==> config.mk <==
export PLATFORM = sky130hd
export DESIGN_NAME = mcb_ctrl
export DESIGN_NICKNAME = d
export VERILOG_FILES = /design/src/rtl/mcb_pkg.sv /design/src/rtl/mcb_ctrl.sv
export SDC_FILE = /design/constraint.sdc
export NUM_CORES = 1
export LEC_CHECK = 0
export BUFFER_PORTS_ARGS = -buffer_cell sky130_fd_sc_hd__buf_2
export CAP_MARGIN = 20
export CORE_AREA = 2 2 39 41
export DETAILED_ROUTE_END_ITERATION = 12
export DIE_AREA = 0 0 41 43
export PLACE_DENSITY_LB_ADDON = 0.2
export SLEW_MARGIN = 20
export SYNTH_ARGS = -nofsm -noshare
export SYNTH_HDL_FRONTEND = slang
export SYNTH_SLANG_ARGS = --single-unit
export TNS_END_PERCENT = 50
==> constraint.sdc <==
create_clock -name clk -period 1.9 [get_ports clk]
set_input_delay 0.095 -clock clk [delete_from_list [all_inputs] [get_ports clk]]
set_output_delay 0.095 -clock clk [all_outputs]
set_load 0.01 [all_outputs]
==> src/rtl/mcb_pkg.sv <==
// Shared types, codes and helper functions for the maze carver block.
// Used by the controller, the datapath and the top level; depends on nothing.
package mcb_pkg;

    // Width of a clamped maze dimension (holds up to 127).
    localparam int DIM_W = 7;
    // Width of a configuration register.
    localparam int CFG_W = 6;
    // Width of the reported cell coordinates.
    localparam int COORD_OUT_W = 5;

    // Input command codes.
    localparam logic CMD_STEP    = 1'b0;
    localparam logic CMD_RESTART = 1'b1;

    // Configuration register indexes.
    localparam logic CFG_COLS = 1'b0;
    localparam logic CFG_ROWS = 1'b1;

    // Wall directions, also the neighbor scan order.
    typedef enum logic [1:0] {
        DIR_TOP    = 2'd0,
        DIR_RIGHT  = 2'd1,
        DIR_BOTTOM = 2'd2,
        DIR_LEFT   = 2'd3
    } dir_t;

    // Controller states.
    typedef enum logic [2:0] {
        ST_CLEAR,
        ST_IDLE,
        ST_NBR,
        ST_EVAL,
        ST_POP,
        ST_EMIT
    } state_t;

    // Kind of result loaded into the output register.
    typedef enum logic [1:0] {
        OK_ZERO,
        OK_CARVE,
        OK_FINISH
    } out_kind_t;

    // Commands from the controller to the datapath.
    typedef struct packed {
        logic      clr_step;
        logic      take_in;
        logic      seed;
        logic      nbr_step;
        logic      eval;
        logic      pop_cap;
        logic      out_load;
        out_kind_t kind;
    } ctrl_cmd_t;

    // Status from the datapath to the controller.
    typedef struct packed {
        logic clr_last;
        logic nbr_last;
        logic cand_any;
        logic fill_zero;
        logic fill_one;
        logic out_free;
    } ctrl_status_t;

    // Remainder of a 15-bit value by three: base-4 digits sum to the same residue.
    function automatic logic [1:0] mod3_15(input logic [14:0] v);
        logic [15:0] w;
        logic [4:0]  s;
        logic [2:0]  t;
        logic [2:0]  u;
        w = {1'b0, v};
        s = '0;
        for (int i = 0; i < 8; i++)
        begin
            s = s + 5'(w[2*i +: 2]);
        end
        t = 3'(s[1:0]) + 3'(s[3:2]) + 3'(s[4]);
        u = 3'(t[1:0]) + 3'(t[2]);
        return (u >= 3'd3) ? 2'(u - 3'd3) : u[1:0];
    endfunction

    // Index among the candidates: random value modulo the candidate count.
    function automatic logic [1:0] pick_index(input logic [2:0] n,
                                              input logic [1:0] rnd_lo,
                                              input logic [1:0] rnd_mod3);
        logic [1:0] idx;
        case (n)
            3'd2:    idx = {1'b0, rnd_lo[0]};
            3'd3:    idx = rnd_mod3;
            3'd4:    idx = rnd_lo;
            default: idx = 2'd0;
        endcase
        return idx;
    endfunction

    // Direction of the idx-th set candidate bit, scanning top to left.
    function automatic logic [1:0] pick_dir(input logic [3:0] cand,
                                            input logic [1:0] idx);
        logic [1:0] cnt;
        logic [1:0] dir;
        logic       found;
        cnt   = 2'd0;
        dir   = 2'd0;
        found = 1'b0;
        for (int i = 0; i < 4; i++)
        begin
            if (cand[i])
            begin
                if (!found && cnt == idx)
                begin
                    dir   = 2'(i);
                    found = 1'b1;
                end
                cnt = cnt + 2'd1;
            end
        end
        return dir;
    endfunction

endpackage

==> src/rtl/mcb_ctrl.sv <==
// Sequencing state machine of the maze carver: clearing pass, neighbor scan,
// evaluation, backtracking pops and result hand-off. Depends on mcb_pkg.
module mcb_ctrl import mcb_pkg::*; (
    input  logic         clk,
    input  logic         rst_n,
    input  logic         in_valid,
    output logic         in_stall,
    input  logic         cmd,
    input  ctrl_status_t sts,
    output ctrl_cmd_t    ctl
);

    state_t    state_reg, state_next;
    out_kind_t kind_reg, kind_next;
    logic      pend_reg, pend_next;

    // State registers; reset starts with a clearing pass over the visited map.
    always_ff @(posedge clk or negedge rst_n)
    begin
        if (!rst_n)
        begin
            state_reg <= ST_CLEAR;
            kind_reg  <= OK_ZERO;
            pend_reg  <= 1'b0;
        end
        else
        begin
            state_reg <= state_next;
            kind_reg  <= kind_next;
            pend_reg  <= pend_next;
        end
    end

    // Next state.
    always_comb
    begin
        state_next = state_reg;
        kind_next  = kind_reg;
        pend_next  = pend_reg;
        case (state_reg)
            ST_CLEAR:
            begin
                if (sts.clr_last)
                begin
                    pend_next = 1'b0;
                    if (pend_reg)
                    begin
                        kind_next  = OK_ZERO;
                        state_next = ST_EMIT;
                    end
                    else
                    begin
                        state_next = ST_IDLE;
                    end
                end
            end
            ST_IDLE:
            begin
                if (in_valid)
                begin
                    if (cmd == CMD_RESTART)
                    begin
                        pend_next  = 1'b1;
                        state_next = ST_CLEAR;
                    end
                    else if (sts.fill_zero)
                    begin
                        kind_next  = OK_FINISH;
                        state_next = ST_EMIT;
                    end
                    else
                    begin
                        state_next = ST_NBR;
                    end
                end
            end
            ST_NBR:
            begin
                if (sts.nbr_last)
                begin
                    state_next = ST_EVAL;
                end
            end
            ST_EVAL:
            begin
                if (sts.cand_any)
                begin
                    kind_next  = OK_CARVE;
                    state_next = ST_EMIT;
                end
                else if (sts.fill_one)
                begin
                    kind_next  = OK_FINISH;
                    state_next = ST_EMIT;
                end
                else
                begin
                    state_next = ST_POP;
                end
            end
            ST_POP:
            begin
                state_next = ST_NBR;
            end
            ST_EMIT:
            begin
                if (sts.out_free)
                begin
                    state_next = ST_IDLE;
                end
            end
            default:
            begin
                state_next = ST_CLEAR;
            end
        endcase
    end

    // Commands to the datapath.
    always_comb
    begin
        in_stall = 1'b1;
        ctl      = '0;
        ctl.kind = kind_reg;
        case (state_reg)
            ST_CLEAR:
            begin
                ctl.clr_step = 1'b1;
            end
            ST_IDLE:
            begin
                in_stall    = 1'b0;
                ctl.take_in = in_valid;
                ctl.seed    = in_valid && (cmd == CMD_RESTART);
            end
            ST_NBR:
            begin
                ctl.nbr_step = 1'b1;
            end
            ST_EVAL:
            begin
                ctl.eval = 1'b1;
            end
            ST_POP:
            begin
                ctl.pop_cap = 1'b1;
            end
            ST_EMIT:
            begin
                ctl.out_load = sts.out_free;
            end
            default:
            begin
                in_stall = 1'b1;
            end
        endcase
    end

    // A restart result is only produced after the clearing pass it started.
    a_pend_from_restart: assert property (@(posedge clk) disable iff (!rst_n)
        $rose(pend_reg) |-> $past(ctl.seed))
        else $error("restart pending flag set without a restart transfer");

    // Every pop capture follows an evaluation that found no candidate.
    a_pop_after_eval: assert property (@(posedge clk) disable iff (!rst_n)
        ctl.pop_cap |-> ($past(ctl.eval) && !$past(sts.cand_any)))
        else $error("stack pop without a failed evaluation");

    // No result is loaded outside the hand-off state.
    a_load_in_emit: assert property (@(posedge clk) disable iff (!rst_n)
        ctl.out_load |-> (state_reg == ST_EMIT) && !ctl.take_in)
        else $error("result load outside hand-off");

endmodule

## After elaboration in Yosys (flattened, before gate mapping)

Index checks and enable logic that the tools add are counted.

| cells by class | value |
|---|---|
| mux-type cells | 29 |
| reduce and logical (&&, ||, !) cells | 7 |
| eq/ne operators | 14 |

Operators with widths:

| kind | number |
|---|---|
| $mux 3 | 7 |
| $pmux 3 s6 | 1 |
| $mux 2 | 8 |
| $ne 2x2->1 const B | 8 |
| $mux 1 | 11 |
| $reduce_and 4->1 | 2 |
| $reduce_and 7->1 | 1 |
| $eq 3x2->1 const B | 2 |
| $eq 3x3->1 const B | 2 |
| $pmux 2 s3 | 1 |
| $eq 3x1->1 const B | 1 |
| $logic_not 3->1 | 1 |
| $ne 3x3->1 const B | 1 |
| $reduce_bool 3->1 | 1 |
| $pmux 1 s2 | 1 |
| $reduce_bool 2->1 | 1 |
| $logic_and 1x1->1 | 1 |

| word-level totals | value |
|---|---|
| logic and storage cells | 53 |
| output and inout port bits | 10 |
| register bits | 6 |

## Longest topological paths before layout

Gate-level depths: netlist of the first run.

| logic depth | value |
|---|---|
| depth in word-level cells | 4 |
| gate-level depth with buffers | 6 |

## Least setup slack after synthesis of the first run

OpenSTA, ideal clock, no wires.

| timing path | value |
|---|---|
| kind | flip-flop to flip-flop |
| from | register state_reg[1] |
| to | register kind_reg[1] |
| stages on the path, launching flop included | 6 |
| arrival time | 1.129 ns |
| data required time | 1.775 ns |
| setup slack | 0.646 ns |
| setup time | 0.125 ns |
| cells stage by stage | dfrtp_1 > buf_2 > nor2b_1 > a21oi_2 > nand3b_1 > mux2_4 |

| between the ends | value |
|---|---|
| word-level cells in the longest chain between the ends | 3 |

RTL lines:

| item | line | text |
|---|---|---|
| start, declared | mcb_ctrl.sv:13 | `state_t state_reg, state_next;` |
| start signal, assigned | mcb_ctrl.sv:28 | `state_reg <= state_next;` |
| $eq 3x2->1, or another cell as far along | mcb_ctrl.sv:40 | `case (state_reg)` |
| $ne 3x3->1 (no line), or another cell as far along | - |  |
| $reduce_and 7->1 (no line) | - |  |
| end signal, assigned | mcb_ctrl.sv:29 | `kind_reg <= kind_next;` |
| end, declared | mcb_ctrl.sv:14 | `out_kind_t kind_reg, kind_next;` |

Parallel ways exist; a longest one is shown, timed or not.
A chain may end at the register's enable or synchronous reset.

==> results of run 1 <==
-- placed cells by master (no fill, tap or decap), types with 2 or more instances in the layout --
cell type and count:
buf_2 19, clkbuf_4 3, o21ai_0 4, nor2_1 7
nand2b_1 2, dfrtp_1 6, nand2_1 8, a21oi_1 3
nor3_1 2, nor2b_1 3, o22ai_1 2, and3_1 4
and2_1 2
-- logic make-up after synthesis --
group                  synth area share
AND/OR/NAND/NOR                  0.3190
buffers and inverters           0.07594
flip-flops                       0.3038
AO/OA/AOI/OAI                    0.2709
multiplexers                    0.03037
-- through the flow --
step	util	worst slack [ns]	power [W]	area [sq um]
3_3_place_gp	0.4213	0.4343	0.0008389	583.1
4_1_cts	0.4448	0.2541	0.0009848	615.6
3_5_place_dp	0.4213	0.4038	0.0008488	583.1
6_report	0.4448	0.2306	0.0009844	615.6
2_1_floorplan	-	0.6458	0.0007265	494.2
5_1_grt	0.4448	0.1265	0.001073	615.6
-- report_power, final --
group | switching (W) | internal [W]
Clock | 0.0000589 | 0.0000723
Sequential | 0.000128 | 0.000185
Combinational | 0.000265 | 0.000275
Total | 0.000452 | 0.000532
-- metal layers --
layer | wire length [um] | share of wire
met3 | 68 | 0.054
met2 | 550 | 0.43
met5 | 0 | 0
met1 | 610 | 0.48
met4 | 36 | 0.028
-- final cells by class --
type / count / area, sq um / area share
timing repair buffer: 21 / 112.6 / 0.1829
inverter: 1 / 3.754 / 0.006098
sequential: 6 / 150.1 / 0.2439
clock buffer: 3 / 22.52 / 0.03659
multi-input combinational: 51 / 306.5 / 0.4980
tap: 16 / 20.02 / 0.03252
-- worst max-delay path by stage --
stage | cells after the start | endpoint | startpoint
after detailed placement | 4 | kind_reg[1] | state_reg[0]
after global routing | 4 | ctl[6] | state_reg[1]
final | 4 | ctl[6] | state_reg[1]
after global placement | 4 | kind_reg[1] | state_reg[0]
after floorplan | 5 | kind_reg[1] | state_reg[1]
after CTS | 4 | ctl[6] | state_reg[1]
-- critical path: cells and delay by family (launching register included) --
family	cells	cell delay, ns
flip-flops	1	0.65
buffers and inverters	1	0.13
AND/OR/NAND/NOR	3	0.54
==> run summary, run 1 <==
Most numerous cell in the Yosys netlist -> nand2_1
Final slew viol count -> 0
Die X -> 41 um
Worst R2R Path Depth -> 4
Chip Height -> 43 um
Drt pass-1 iters -> 4
Global-route layer with the greatest usage -> met2
Synth warn -> 0
Clock Tree Root -> clkbuf_4
Area leader, netlist -> dfrtp_1
Fillers -> 149
CP Capture Type -> output pin
Relative slew slack -> 0.6701
Max Buffers Root-to-Sink -> 2
Max reg flops -> 3
Post-synthesis sequential area ratio -> 0.3038
Main synth FF type -> dfrtp_1
RSZ-0062 raised after global routing -> no
Hold Path Cell Cnt -> 2
CTS Buf Count -> 3
Setup CP Type -> reg -> out
Post-Route WL -> 1266 um
Slowest cell on crit path -> dfrtp_1
Via density -> 5.367
Initial Util -> 0.3571
Vias in the first global route -> 451
Post CTS Setup Buffer Count -> 0
Fin. Hold Viols -> 0
Final Net Count -> 94
Crit path arrival time -> 1.57 ns
WL per Instance -> 12.92 um
Total grt overflow -> 0
Antenna Nets Post-Route -> 0
Hold path endpoint -> state_reg[2]
Ranking of synthesized cells by area -> dfrtp_1 (30%), nand2_1 (6.1%), nor2_1 (5.3%), and3_1 (5.1%), o21ai_0 (4.1%)
Rows -> 14
Synthesized cell area -> 494.2 sq um
Syn nets -> 73
Port Buf Inserts -> 19
Largest net degree at the start of global routing -> 18
Fraction of registers with async set/reset -> 1.000
Min-delay worst type -> in -> reg
RR Endpoint -> kind_reg[1]
Final setup vio count -> 0
Layout cell share with drive strength beyond 1 -> 0.3415
Vias -> 526
DRC -> 0
Worst slew pin tran -> 0.4948 ns
Clk slew on worst S/H paths -> 0.06 ns
Post-DP HPWL -> 899.4 um
Crit start category -> flip-flop
IO Count -> 20
Worst vdd ir -> 0.6305 mV
Met1 usage -> 0.2201
DR iter-0 viols -> 18
Pwr dens -> 1599 nW/um^2
Post-cts gate resize count -> 0
CTS tree -> yes
Fmax -> 599.0 MHz
GPL Wtd Cong -> 0.8620
Met3 Use GR -> 0.04712
First-pass GRT wire length -> 1959 um
Fin crit share -> 0.8786
Minimum clock period -> 1.669 ns
DP Cell Count -> 94
Setup TNS -> 0 ns
Critical path data required time -> 1.80 ns
Quantity of hold-fixing buffers added after cts -> 1
Number of synthesized flops with an enable pin -> 0
Worst hold margin -> 0.05386 ns
Synth Area per Inst -> 7.845 sq um
Area Growth Syn to Fin -> 24.56%
Clk sinks -> 6
Critical path cell sequence -> nor2_1 > and3_1 > and2_1 > buf_2
Reg-to-Reg Start -> state_reg[0]
GR Util All Layers -> 0.1670
Worst reg2reg setup slack -> 0.38 ns
Slowest cell delay on critical path -> 0.65 ns
Hold Startpoint -> sts[0]
Yosys reg bits -> 6
CTS HTree Levels -> 1
Antenna Cells -> 0
Layout Skew -> 0.008039 ns
Distinct cell type count after synthesis -> 29
CP Max Fanout -> 17
Synth cell count leaders -> nand2_1 (8), nor2_1 (7), dfrtp_1 (6)
Finished Layout Cells -> 98
Status -> complete, no violations
Synthesized instance count -> 63
Max-Cap Viols -> 0
Pleak -> 0.3049 nW
Clk_lat worst skew -> 0.26 ns
Antenna violations before repair -> 0
Global Route met2 Usage -> 0.2313
Yosys top cell area share -> 0.3038
Core footprint -> 1384 sq um
Die area -> 1763 sq um
Note: power is estimated with default switching activity, not from simulation.
==> inputs of run 2 (changes only) <==
--- a/config.mk
+++ b/config.mk
@@ -11,6 +11,7 @@
 export DETAILED_ROUTE_END_ITERATION = 12
 export DIE_AREA = 0 0 41 43
 export PLACE_DENSITY_LB_ADDON = 0.2
+export RECOVER_POWER = 50
 export SLEW_MARGIN = 20
 export SYNTH_ARGS = -nofsm -noshare
 export SYNTH_HDL_FRONTEND = slang
==> constraint.sdc (replaced) <==
create_clock -name clk -period 1.35 [get_ports clk]
set_input_delay 0.0675 -clock clk [delete_from_list [all_inputs] [get_ports clk]]
set_output_delay 0.0675 -clock clk [all_outputs]
set_load 0.01 [all_outputs]
==> run summary, run 2 (synthesis gave the netlist of run 1 again) <==
Final Net Count -> 100
Worst slew pin tran -> 0.3689 ns
Commonest non-fill, non-tap cell in the layout -> buf_2
Die X -> 41 um
Met1 usage -> 0.2058
Critical path cell sequence -> buf_6 > a221oi_2 > nand3b_1 > mux2_4
Port Buf Inserts -> 19
Max Buffers Root-to-Sink -> 2
Status -> complete, but fails checks
Core footprint -> 1384 sq um
CP Capture Type -> flip-flop
IO Count -> 20
Max reg flops -> 3
Crit path arrival time -> 1.50 ns
Rows -> 14
Area Growth Syn to Fin -> 42.28%
Fin area -> 703.2 sq um
DRC -> 0
Post-Route WL -> 1344 um
CP Max Fanout -> 7
Fmax -> 732.6 MHz
Global-route layer with the greatest usage -> met2
Worst R2R Path Depth -> 4
Hold Path Cell Cnt -> 2
Final slew viol count -> 0
GPL Wtd Cong -> 0.8141
Final setup vio count -> 1
WL per Instance -> 12.92 um
Post-placement cell area -> 613.1 sq um
Layout Skew -> 0.005229 ns
Critical path data required time -> 1.48 ns
First-pass GRT wire length -> 2076 um
Antenna violations before repair -> 0
Total grt overflow -> 0
Initial Util -> 0.3571
CTS HTree Levels -> 1
Clock Tree Root -> clkbuf_4
Die area -> 1763 sq um
Commonest cells after routing, fill and taps aside -> buf_2 (15), nand2_1 (8), nor2_1 (5), buf_4 (5)
Post-DP HPWL -> 954.3 um
Drt pass-1 iters -> 4
Clk slew on worst S/H paths -> 0.05 ns
Crit start category -> flip-flop
Failing checks -> setup timing
Antenna Nets Post-Route -> 0
Relative slew slack -> 0.7540
Chip Height -> 43 um
CTS Buf Count -> 3
RSZ-0062 raised after global routing -> yes
Reg-to-Reg Start -> state_reg[1]
Pleak -> 0.3318 nW
Vias -> 547
Worst hold margin -> 0.04653 ns
Minimum clock period -> 1.365 ns
Global Route met2 Usage -> 0.2813
Fin. Hold Viols -> 0
Crit path max-delay family -> flip-flops
Hold Startpoint -> sts[0]
Clk_lat worst skew -> 0.25 ns
DR iter-0 viols -> 14
Pwr dens -> 2291 nW/um^2
Via density -> 5.260
Met3 Use GR -> 0.03141
Slowest cell on crit path -> dfrtp_2
Max-Cap Viols -> 0
Setup CP Type -> reg -> reg
Vias in the first global route -> 493
Worst vdd ir -> 0.8944 mV
Hold path endpoint -> state_reg[2]
Antenna Cells -> 0
Worst reg2reg setup slack -> -0.02 ns
Place WS -> 0.02541 ns
Clk sinks -> 6
CP bufs+invs -> 1
GR Util All Layers -> 0.1757
CTS tree -> yes
Layout cell share with drive strength beyond 1 -> 0.4432
Fin crit share -> 1.011
Setup TNS -> -0.01503 ns
Final core occ -> 0.5081
Slowest cell delay on critical path -> 0.47 ns
RR Endpoint -> kind_reg[1]
Largest net degree at the start of global routing -> 16
Post-route setup slack -> -0.01503 ns
Min-delay worst type -> in -> reg
==> run 2: stage by stage <==
| step | power, W | instances |
|---|---|---|
| final | 0.001611 | 104 |
| after floorplan | 0.001022 | 63 |
| after detailed placement | 0.001279 | 98 |
| after CTS | 0.001571 | 104 |
| after global placement | 0.001265 | 98 |
| after global routing | 0.001755 | 104 |
==> run 2: metal layers <==
metal / vias up / part of all wire
li1: 275 / -
met1: 251 / 0.45
met2: 19 / 0.49
met3: 2 / 0.054
met4: 0 / 0.010
met5: - / 0
==> run 2: worst max path at each step <==
stage / start / end / cells after the start / slack, ns
floorplan: state_reg[1] / kind_reg[1] / 5 / 0.1
global placement: state_reg[0] / state_reg[2] / 4 / 0.02
detailed placement: state_reg[0] / kind_reg[1] / 4 / 0.03
CTS: state_reg[1] / kind_reg[1] / 4 / -0.004
global route: state_reg[1] / kind_reg[1] / 4 / -0.06
finish: state_reg[1] / kind_reg[1] / 4 / -0.02
==> run 2: area by class of cell <==
class / instances / area [sq um]
Fill cell: 146 / 680.7
Multi-Input combinational cell: 51 / 335.3
Timing Repair Buffer: 27 / 167.7
Sequential cell: 6 / 153.9
Clock buffer: 3 / 22.52
Tap cell: 16 / 20.02
Inverter: 1 / 3.754
==> run 2: worst register-to-register path, cell delays in order (launching register included) <==
cell and delay (ns):
dfrtp_2 0.47, buf_6 0.14, a221oi_2 0.18, nand3b_1 0.16
mux2_4 0.30
==> run 2: repair_timing <==
item / 4_1_cts / 5_1_grt
setup buffers: 2 / 0
endpoints found under the hold margin: 6 / 0
resized for setup: 9 / 5
setup endpoints to repair: 3 / 5
hold buffers: 1 / 0
==> run 2: where the power goes <==
group / internal [W] / switching (W) / leakage (nW) / total (W)
Combinational: 0.000539 / 0.000496 / 0.246 / 0.00104
Sequential: 0.000271 / 0.000131 / 0.0724 / 0.000402
Clock: 0.000101 / 0.0000717 / 0.0138 / 0.000173
Total: 0.000911 / 0.000699 / 0.332 / 0.00161
